--- src/hdl/lpht_pkg.sv ---
`default_nettype none
// ----------------------------------------------------------------------------
// lpht_pkg
// Shared types, constants and hash function for the linear-probing table.
// ----------------------------------------------------------------------------
package lpht_pkg;

  localparam int TABLE_SIZE_DEF  = 256;
  localparam int VALUE_WIDTH_DEF = 32;

  localparam int KEY_W    = 64;
  localparam int VALUE_PW = 32;
  localparam int COUNT_PW = 9;

  localparam logic [63:0] HASH_BASIS = 64'hcbf29ce484222325;
  localparam logic [63:0] HASH_PRIME = 64'h00000100000001b3;

  typedef enum logic [1:0] {
    ST_CLEAR,
    ST_IDLE,
    ST_READ,
    ST_CHECK
  } state_t;

  // Commands from the controller to the datapath.
  typedef struct packed {
    logic load;
    logic clr_step;
    logic step;
    logic wr_key;
    logic wr_val;
    logic cnt_inc;
    logic fin;
    logic fin_ok;
    logic fin_rd;
  } cmd_t;

  // Status from the datapath to the controller.
  typedef struct packed {
    logic reject;
    logic mode_ins;
    logic slot_empty;
    logic slot_hit;
    logic probe_wrap;
    logic clr_last;
  } sts_t;

  // FNV-1a over a single byte. Only used at elaboration to build the home-slot table.
  function automatic logic [63:0] fnv_byte(input logic [7:0] b);
    logic [63:0] h;
    h = HASH_BASIS ^ {56'd0, b};
    return h * HASH_PRIME;
  endfunction

endpackage
`default_nettype wire

--- src/hdl/lpht_ctrl.sv ---
`default_nettype none
// ----------------------------------------------------------------------------
// lpht_ctrl
// Controller: clearing pass after reset, then probe sequencing per item.
// ----------------------------------------------------------------------------
module lpht_ctrl (
  input  wire logic          clk,
  input  wire logic          rst,
  input  wire logic          start,
  input  wire lpht_pkg::sts_t sts,
  output lpht_pkg::cmd_t      cmd,
  output logic               busy
);

  lpht_pkg::state_t state;
  lpht_pkg::state_t state_next;

  always_ff @(posedge clk) begin
    if (rst) begin
      state <= lpht_pkg::ST_CLEAR;
    end else begin
      state <= state_next;
    end
  end

  always_comb begin
    state_next = state;
    cmd        = '0;
    busy       = 1'b1;
    case (state)
      lpht_pkg::ST_CLEAR: begin
        cmd.clr_step = 1'b1;
        if (sts.clr_last) begin
          state_next = lpht_pkg::ST_IDLE;
        end
      end
      lpht_pkg::ST_IDLE: begin
        busy = 1'b0;
        if (start) begin
          if (sts.reject) begin
            // Zero key or zero insert value: answer at once with a miss.
            cmd.fin = 1'b1;
          end else begin
            cmd.load   = 1'b1;
            state_next = lpht_pkg::ST_READ;
          end
        end
      end
      lpht_pkg::ST_READ: begin
        state_next = lpht_pkg::ST_CHECK;
      end
      lpht_pkg::ST_CHECK: begin
        state_next = lpht_pkg::ST_IDLE;
        if (sts.slot_hit) begin
          cmd.fin    = 1'b1;
          cmd.fin_ok = 1'b1;
          if (sts.mode_ins) begin
            cmd.wr_val = 1'b1;
          end else begin
            cmd.fin_rd = 1'b1;
          end
        end else if (sts.slot_empty) begin
          cmd.fin = 1'b1;
          if (sts.mode_ins) begin
            cmd.wr_key  = 1'b1;
            cmd.wr_val  = 1'b1;
            cmd.cnt_inc = 1'b1;
            cmd.fin_ok  = 1'b1;
          end
        end else if (sts.probe_wrap) begin
          // Came back to the home slot: the table is full.
          cmd.fin = 1'b1;
        end else begin
          cmd.step   = 1'b1;
          state_next = lpht_pkg::ST_READ;
        end
      end
      default: begin
        state_next = lpht_pkg::ST_CLEAR;
      end
    endcase
  end

endmodule
`default_nettype wire

--- config.mk ---
export PLATFORM = sky130hd
export DESIGN_NAME = lpht_ctrl
export DESIGN_NICKNAME = d
export VERILOG_FILES = /design/src/hdl/lpht_pkg.sv /design/src/hdl/lpht_ctrl.sv
export SDC_FILE = /design/constraint.sdc
export NUM_CORES = 1
export LEC_CHECK = 0
export ABC_AREA = 1
export BUFFER_PORTS_ARGS = -buffer_cell sky130_fd_sc_hd__buf_2
export CORE_AREA = 2 2 39 41
export CTS_BUF_LIST = sky130_fd_sc_hd__clkbuf_4 sky130_fd_sc_hd__clkbuf_8 sky130_fd_sc_hd__clkbuf_16
export DETAILED_ROUTE_END_ITERATION = 10
export DIE_AREA = 0 0 41 43
export GPL_TIMING_DRIVEN = 0
export SLEW_MARGIN = 0
export SYNTH_ARGS = -nofsm -noshare
export SYNTH_HDL_FRONTEND = slang
export SYNTH_SLANG_ARGS = --single-unit
--- constraint.sdc ---
create_clock -name clk -period 0.82 [get_ports clk]
set_input_delay 0.082 -clock clk [delete_from_list [all_inputs] [get_ports clk]]
set_output_delay 0.082 -clock clk [all_outputs]
set_load 0.02 [all_outputs]
**Word level (Yosys, flattened, before mapping)**

Index checks and enable logic that the tools add are counted.

- Register bits: 2
- Output and inout bits: 10
- Input port bits: 9
- Word-level logic and storage cells: 40

- Multiplexer cells: 31
- Reductions and logical operators: 2
- Eq/ne operators: 6

Operators by type and width:

| kind | number |
|---|---|
| 2-bit 2-to-1 mux | 9 |
| 1-bit 2-to-1 mux | 17 |
| 2-bit one-hot mux with 4 select lines | 1 |
| 3-bit 2-to-1 mux | 2 |
| 2-bit != test, second input constant | 3 |
| 2-bit equality test, second input constant | 2 |
| 4-bit 2-to-1 mux | 1 |
| 3-bit AND reduction | 1 |
| 2-bit by 1-bit equality test with 1-bit output, second input constant | 1 |
| 2-bit logical NOT | 1 |
| 1-bit one-hot mux with 2 select lines | 1 |

**Logic depth before layout (Yosys ltp)**

Gate-level depths: netlist (run 1).

- Depth in word-level cells: 4
- Mapped depth: 6

**Least setup slack after synthesis (run 1)**

OpenSTA, ideal clock, no wires.

- Path kind: reg-to-output
- Start point: reg state[0]
- End point: out cmd[5] (netlist name)
- Arrival time: 1.262 ns
- Buffers on the path: 1
- Stages on the path, launching flop included: 4
- Setup slack: -0.524 ns
- Cells stage by stage: dfxtp_1 nand2_2 nor3_1 buf_4

RTL lines:

| item | RTL line | RTL |
|---|---|---|
| start: declaration | lpht_ctrl.sv:15 | `lpht_pkg::state_t state;` |
| start signal: assignment | lpht_ctrl.sv:20 | `state <= lpht_pkg::ST_CLEAR;` |
| start signal: assignment | lpht_ctrl.sv:22 | `state <= state_next;` |
| end: declaration | lpht_ctrl.sv:11 | `output lpht_pkg::cmd_t cmd,` |

==> metrics.yaml, run 1 <==
maxSlewViolCount: 0
endpoint: "cmd[5]"
numCtsBuffers: 3
p_int_uw: 413
fp.dieH_um: 43
status: "finished, violations left"
yosys.area_share.adder: 0
largest_reg_flops: 2
r2r-start: "state[1]"
startpoint_type: "flop"
rows: 14
grt_pass1_vias: 231
cts_sinks: 2
die_w_um: 41
worstPathMaxFanout: 5
setup_violations: 12
multi_input_area_um2: 164
critical_path_class: "reg2out"
cp.required_ns: 0.74
top_register: "state"
cap_violations: 0
clkSlewWorstSetupHoldPaths_ns: 0.03
placed_area_um2: 340
ys_warn_count: 0
cts_root_buffer: "clkbuf_4"
top_regs: "state x2"
reg2reg_depth: 4
total_power_uw: 653
synth.ff_latch_count: 2
slew_headroom: 0.851
finalSetupTns_ns: -2.78
async_flop_share: 0
nFillCells: 158
dr.pass1.iters: 4
initial_core_util: 0.135
vias_per_cell: 3.96
final_area_um2: 448
synthFlopType: "dfxtp_1"
cp-end-kind: "output pin"
netlist_instances: 33
synth_edf_count: 0
swShare: 0.368
cts_tree: "done"
muxShareOfSynthArea: 0
powerDensity_mw_per_mm2: 1460
hpwl_um: 458
synthTopCellsByCount: "inv_1, nand2_1, nor2_1, nand2_2, nor3_1"
rrSetupSlack_ns: -0.10
seqPwrFrac: 0.213
synth.distinct_cells: 14
vias: 289
synth_top_family_by_area: "simple AND/OR/NAND/NOR gates"
finClkSkew_ns: 0.00226
r2r-end: "state[1]"
rsz0062_at_grt: "yes"
antenna_found_initial: 0
worst_pin_slew_ns: 0.223
place_congestion: 0.618
grt_start_max_net_pins: 6
syn_area_um2: 186
worstPathArrival_ns: 1.06
core_mm2: 0.00138
dieArea_mm2: 0.00176
synth-compound-area-share: 0.101
ys_seq_area_frac: 0.215
synthXorXnorAreaFrac: 0
grt_pass1_wl_um: 917
synth_top_area_share: 0.215
grt-ovfl-total: 0
setup_ws_ns: -0.324
syn2layout_area_growth_pct: 140
min_period_ns: 1.14
fmax_mhz: 874
drive_gt1_frac: 0.719
cts_buffer_depth: 2
vdd_drop_max_mv: 0.550
drt-total-wl_um: 615
diodes: 0
route.detailed.drc: 0
grt_usage: 0.0894
wl_per_cell_um: 8.42
synth-simple-area-share: 0.497
violations: "negative setup slack"
synth_area_per_cell_um2: 5.65
p_sw_uw: 240
port_buffers: 18
clk_latency_ns: 0.22
hp-class: "in2reg"
synth_nets: 42
clkPwrFrac: 0.331
synth_top_cell_by_area: "dfxtp_1"
final_util: 0.324
p_comb_frac: 0.456
ant_nets: 0
io-pin-count: 19
hold_viol_final: 0
startpoint: "state[0]"
register_area_um2: 47.5
total_leakage_power_nw: 0.244
drtIter0Drc: 3
period_share: 1.39
nets: 68
cts-htree-levels: 1
ys_top_cells_by_area: "dfxtp_1, inv_1, nand2_1"
[what timing repair did]
action / 4_1_cts / 5_1_grt
setup buffers: 2 / 1
endpoints found under the setup margin: 12 / 12
hold buffers: 0 / 0
gates resized for setup: 14 / 6
pin swaps: 5 / 1
[final cells by class]
| type | count | share of cell area |
|---|---|---|
| sequential | 2 | 0.106 |
| multi-input combinational | 23 | 0.366 |
| clock buffer | 3 | 0.0503 |
| timing repair buffer | 21 | 0.346 |
| buffer | 1 | 0.0251 |
| inverter | 7 | 0.0615 |
| tap | 16 | 0.0447 |
[how the worst min path moves through the flow]
stage	from	end	slack, ns	cells after the start
global placement	rst	state[0]	0.25	2
global route	rst	state[0]	0.03	2
CTS	rst	state[0]	0.02	2
detailed placement	rst	state[0]	0.26	2
floorplan	rst	state[0]	0.14	1
finish	rst	state[0]	0.02	2
[power by group through the flow]
stage / Clock [mW] / Sequential (mW) / Combinational, mW
6_report: 0.216 / 0.139 / 0.298
5_1_grt: 0.243 / 0.142 / 0.322
4_1_cts: 0.228 / 0.139 / 0.288
3_5_place_dp: 0 / 0.146 / 0.216
3_3_place_gp: 0 / 0.146 / 0.213
2_1_floorplan: 0 / 0.141 / 0.147
[layout by cell type (no fill, tap or decap), drive strengths merged]
master	Yosys	routed
clkbuf	0	3
nand3	1	1
inv	6	6
o21ai	1	1
buf	1	22
and3	1	1
clkinv	1	1
nand2	9	9
nor3	3	3
dfxtp	2	2
nor2	6	6
a21oi	2	2
[per-stage QoR]
stage | instances | worst slack, ns | hold WS, ns
floorplan | 33 | -0.161 | 0.135
global placement | 67 | -0.151 | 0.252
detailed placement | 67 | -0.160 | 0.257
CTS | 72 | -0.331 | 0.0187
global route | 73 | -0.390 | 0.0264
finish | 73 | -0.324 | 0.0249
[cells by family after synthesis]
logic type	Yosys count
and+or+nand+nor	20
buffers and inverters	8
AOI/OAI and AO/OA	3
DFF	2
[critical path: stages, from the launching register on]
cell and delay (ns):
dfxtp_4 0.35, nand2_4 0.08, nor3_4 0.19, buf_6 0.12, buf_6 0.10
[per-layer routing]
metal | routed length, um | part of all wire | track usage | up-vias
met3 | 62 | 0.10 | 0.0366 | 2
met1 | 240 | 0.39 | 0.0932 | 125
met4 | 27 | 0.044 | 0.140 | 0
li1 | - | - | - | 147
met2 | 284 | 0.46 | 0.100 | 15
met5 | 0 | 0 | 0 | -
(Power assumes the default switching activity.)
==> inputs of run 2 (changes only) <==
--- a/config.mk
+++ b/config.mk
@@ -6,12 +6,13 @@
 export NUM_CORES = 1
 export LEC_CHECK = 0
 export ABC_AREA = 1
-export BUFFER_PORTS_ARGS = -buffer_cell sky130_fd_sc_hd__buf_2
 export CORE_AREA = 2 2 39 41
 export CTS_BUF_LIST = sky130_fd_sc_hd__clkbuf_4 sky130_fd_sc_hd__clkbuf_8 sky130_fd_sc_hd__clkbuf_16
 export DETAILED_ROUTE_END_ITERATION = 10
 export DIE_AREA = 0 0 41 43
+export DONT_BUFFER_PORTS = 1
 export GPL_TIMING_DRIVEN = 0
+export HOLD_SLACK_MARGIN = 0.03
 export SLEW_MARGIN = 0
 export SYNTH_ARGS = -nofsm -noshare
 export SYNTH_HDL_FRONTEND = slang
==> metrics.yaml, run 2 (synthesized netlist as in run 1, its figures left out) <==
setup_ws_ns: -0.396  # -0.0726 ns
rows: 14  # unchanged
grt-ovfl-total: 0  # unchanged
cts-htree-levels: 1  # unchanged
slew_headroom: 0.787  # -0.0636
cp.required_ns: 0.74  # about the same
core_mm2: 0.00138  # unchanged
min_period_ns: 1.22  # +0.0726 ns
grt_usage: 0.0843  # -0.00510
clkPwrFrac: 0.362  # +0.031
p_comb_frac: 0.403  # -0.053
layout_commonest_cell: "buf_4"
fp.dieH_um: 43  # unchanged
cp_cell_sequence: "nand2_4, nor3_4, buf_6"
maxSlewViolCount: 0  # unchanged
vias: 241  # -17%
powerDensity_mw_per_mm2: 1610  # +10%
rsz0062_at_grt: "yes"
period_share: 1.48  # +0.0885
clk_latency_ns: 0.22  # about the same
p_sw_uw: 233  # -2.8%
grt_start_max_net_pins: 6  # unchanged
cts_root_buffer: "clkbuf_4"
fmax_mhz: 822  # -6.0%
seqPwrFrac: 0.235  # +0.022
io-pin-count: 19  # unchanged
hold_viol_final: 0  # unchanged
worstPathArrival_ns: 1.13  # +0.07 ns
ant_nets: 0  # unchanged
swShare: 0.386  # +0.0183
initial_core_util: 0.135  # unchanged
placed_area_um2: 250  # -26%
vdd_drop_max_mv: 0.614  # +12%
route.detailed.drc: 0  # unchanged
drt-total-wl_um: 568  # -7.6%
hold_depth: 2  # unchanged
path_buf_inv: 1  # -1
worst_pin_slew_ns: 0.318  # +0.0951 ns
crit_family: "simple AND/OR/NAND/NOR gates"
top_register: "state"
cts_buffer_depth: 2  # unchanged
drive_gt1_frac: 0.667  # -0.0526
worst-path-stages: 3  # -1
critical_path_class: "reg2out"
cp-end-kind: "output pin"
diodes: 0  # unchanged
antenna_found_initial: 0  # unchanged
startpoint_type: "flop"
cpPeakStageDelay_ns: 0.36  # about the same
syn2layout_area_growth_pct: 102
vias_per_cell: 4.16  # +5.0%
grt_pass1_wl_um: 862  # -6.0%
hp-class: "in2reg"
nFillCells: 160  # +1.3%
clkSlewWorstSetupHoldPaths_ns: 0.03  # about the same
drtIter0Drc: 0  # -3
mostFrequentLayoutCells: "buf_4, inv_1, nand2_1"
p_int_uw: 371  # -10%
violations: "negative setup slack"
cts_tree: "done"
largest_reg_flops: 2  # unchanged
hpwl_um: 416  # -9.1%
top_regs: "state x2"
slowest_stage: "dfxtp_4"
worstPathMaxFanout: 4  # -1
port_buffers: 0  # -18
cap_violations: 0  # unchanged
dieArea_mm2: 0.00176  # unchanged
finClkSkew_ns: 0.00288  # +0.000619 ns
final_area_um2: 377  # -16%
setup_violations: 12  # unchanged
numCtsBuffers: 3  # unchanged
total_leakage_power_nw: 0.175  # -28%
grt_pass1_vias: 232  # +0.43%
total_power_uw: 605  # -7.4%
die_w_um: 41  # unchanged
reg2reg_depth: 4  # unchanged
status: "finished, violations left"
dr.pass1.iters: 1  # -3
place_congestion: 0.639  # +3.4%
nets: 53  # -22%
cts_sinks: 2  # unchanged
wl_per_cell_um: 9.79  # +16%
## run 2: power groups by stage
stage / combinational [mW] / sequential [mW] / clock, mW
final: 0.244 / 0.142 / 0.219
after global placement: 0.160 / 0.145 / 0
after detailed placement: 0.161 / 0.146 / 0
after CTS: 0.197 / 0.143 / 0.233
after floorplan: 0.147 / 0.141 / 0
after global routing: 0.267 / 0.143 / 0.231
## run 2: final timing paths
check / from / end / slack [ns]
hold / removal: sts[5] / state[0] / 0.08
setup / recovery: state[0] / cmd[5] / -0.40
hold reg to reg: state[1] / state[0] / 0.62
setup reg to reg: state[0] / state[1] / -0.19
## run 2: repair_timing
action | in CTS | in global routing
gates resized for setup | 7 | 8
endpoints found under the hold margin | 1 | 0
endpoints found under the setup margin | 12 | 12
pin swaps | 4 | 5
hold buffers | 1 | 0
buffers inserted | 2 | 3
## run 2: stage by stage
stage	cells	setup TNS, ns	worst slack, ns	hold slack, ns	utilization
floorplan	33	-0.693	-0.161	0.135	-
global placement	49	-1.00	-0.196	0.138	0.181
detailed placement	49	-1.07	-0.205	0.138	0.181
CTS	55	-3.32	-0.426	0.0713	0.231
global route	58	-3.40	-0.426	0.0907	0.272
finish	58	-2.96	-0.396	0.0751	0.272
## run 2: area by class of cell
type                    count  area (um^2)  area share
well taps                  16         20.0      0.0532
inverters                   7         28.8      0.0764
clock buffers               3         22.5      0.0598
repair buffers              6         47.5       0.126
plain buffers               1         11.3      0.0299
multi-input cells          23          199       0.528
flip-flops and latches      2         47.5       0.126
## run 2: per-layer routing
layer / part of all wire / routed length [um] / up-vias / GRT usage
met5: 0 / 0 / - / 0
met4: 0.039 / 22 / 0 / 0.140
met3: 0.12 / 67 / 2 / 0.0366
met2: 0.52 / 294 / 15 / 0.106
met1: 0.32 / 184 / 103 / 0.0705
li1: - / - / 121 / -
==> inputs of run 3 (changes only) <==
==> constraint.sdc (replaced) <==
create_clock -name clk -period 0.82 [get_ports clk]
set_input_delay 0.205 -clock clk [delete_from_list [all_inputs] [get_ports clk]]
set_output_delay 0.205 -clock clk [all_outputs]
set_load 0.02 [all_outputs]
==> metrics.yaml, run 3 (synthesized netlist as in run 1, its figures left out) <==
nets: 55  # +3.8%
wl_per_cell_um: 11.0  # +12%
largest_reg_flops: 2  # unchanged
reg2reg_depth: 4  # unchanged
mostFrequentLayoutCells: "buf_4, nor2_4, inv_1, nand2_1, clkbuf_4"
cts_tree: "done"
nFillCells: 161  # +0.63%
rsz0062_at_grt: "yes"
cpPeakStageDelay_ns: 0.37  # about the same
top_regs: "state x2"
hp-class: "in2reg"
cp.required_ns: 0.61  # -0.13 ns
cp-end-kind: "output pin"
antenna_found_initial: 0  # unchanged
period_share: 1.66  # +0.176
hold_viol_final: 0  # unchanged
finClkSkew_ns: 0.00235  # -0.000531 ns
clk_latency_ns: 0.23  # about the same
grt-ovfl-total: 0  # unchanged
drt-total-wl_um: 671  # +18%
drtIter0Drc: 2  # +2
grt_start_max_net_pins: 5  # -1
slowest_stage: "dfxtp_4"
dr.pass1.iters: 3  # +2
diodes: 0  # unchanged
rows: 14  # unchanged
worstPathArrival_ns: 1.16  # +0.03 ns
worstPathMaxFanout: 4  # unchanged
vias_per_cell: 3.97  # -4.5%
dieArea_mm2: 0.00176  # unchanged
io-pin-count: 19  # unchanged
rrSetupSlack_ns: -0.20  # about the same
critical_path_class: "reg2out"
startpoint_type: "flop"
maxSlewViolCount: 0  # unchanged
setup_ws_ns: -0.540  # -0.144 ns
route.detailed.drc: 0  # unchanged
placed_area_um2: 253  # +1.0%
grt_pass1_vias: 275  # +19%
drive_gt1_frac: 0.689  # +0.0222
layout_commonest_cell: "buf_4"
vdd_drop_max_mv: 0.467  # -24%
min_period_ns: 1.36  # +0.144 ns
core_mm2: 0.00138  # unchanged
cap_violations: 0  # unchanged
fp.dieH_um: 43  # unchanged
worst_pin_slew_ns: 0.326  # +0.00818 ns
finalSetupTns_ns: -4.33  # -1.37 ns
cts-htree-levels: 1  # unchanged
clkSlewWorstSetupHoldPaths_ns: 0.03  # about the same
slew_headroom: 0.782  # -0.00547
cts_sinks: 2  # unchanged
numCtsBuffers: 3  # unchanged
hold_depth: 2  # unchanged
cp_cell_sequence: "nand2_4, nor3_4, buf_6"
final_area_um2: 417  # +11%
hpwl_um: 435  # +4.7%
die_w_um: 41  # unchanged
top_register: "state"
powerDensity_mw_per_mm2: 1720  # +7.3%
fmax_mhz: 735  # -11%
grt_pass1_wl_um: 1020  # +18%
initial_core_util: 0.135  # unchanged
status: "finished, violations left"
total_leakage_power_nw: 0.193  # +10%
ant_nets: 0  # unchanged
vias: 242  # +0.41%
grt_usage: 0.0934  # +0.00912
cts_root_buffer: "clkbuf_4"
setup_violations: 12  # unchanged
place_congestion: 0.714  # +12%
cts_buffer_depth: 2  # unchanged
port_buffers: 0  # unchanged
syn2layout_area_growth_pct: 123
violations: "negative setup slack"
[run 3: cell types whose count changed in the layout (fill, tap and decap cells not counted), sizes merged]
cell,delta
inv,-1
clkbuf,+1
buf,+2
clkinv,+1
[run 3: per-stage QoR]
stage	hold slack, ns	util	power (mW)	instances	setup WS (ns)
6_report	0.189	0.301	0.718	61	-0.540
5_1_grt	0.182	0.301	0.762	61	-0.590
4_1_cts	0.190	0.293	0.711	60	-0.538
3_5_place_dp	0.261	0.183	0.310	49	-0.330
3_3_place_gp	0.261	0.183	0.307	49	-0.321
2_1_floorplan	0.258	-	0.289	33	-0.283
[run 3: worst max-delay path, delay by kind of cell (launching register included)]
kind | cells | cell delay [ns]
buffers and inverters | 1 | 0.17
DFF | 1 | 0.37
and+or+nand+nor | 2 | 0.38
[run 3: final timing paths]
path | start | to
max reg2reg | state[1] | state[1]
max | state[1] | cmd[5]
min reg2reg | state[0] | state[0]
min | rst | state[1]
[run 3: cell type report]
class                   instances  area, um^2  share of cell area
flip-flops and latches          2        47.5               0.114
inverters                       7        33.8              0.0811
clock buffers                   4        30.0              0.0721
repair buffers                  8        70.1               0.168
multi-input cells              23         204               0.489
well taps                      16        20.0              0.0480
plain buffers                   1        11.3              0.0270
[run 3: what timing repair did]
item,4_1_cts,5_1_grt
hold endpoints to repair,1,0
setup endpoints to repair,12,12
pin swaps,6,6
buffers inserted,6,2
hold buffers,1,0
gates resized for setup,17,2
[run 3: power breakdown]
group          leakage [nW]  total, mW  switching [mW]  internal (mW)
Combinational         0.157      0.285           0.169          0.116
Clock                0.0184      0.289          0.0741          0.215
Sequential           0.0178      0.144          0.0251          0.119
Total                 0.193      0.718           0.269          0.449
[run 3: layer usage]
layer	track usage	wire [um]
met4	0.120	0
met2	0.144	411
met3	0.0419	58
met5	0	0
met1	0.0675	201
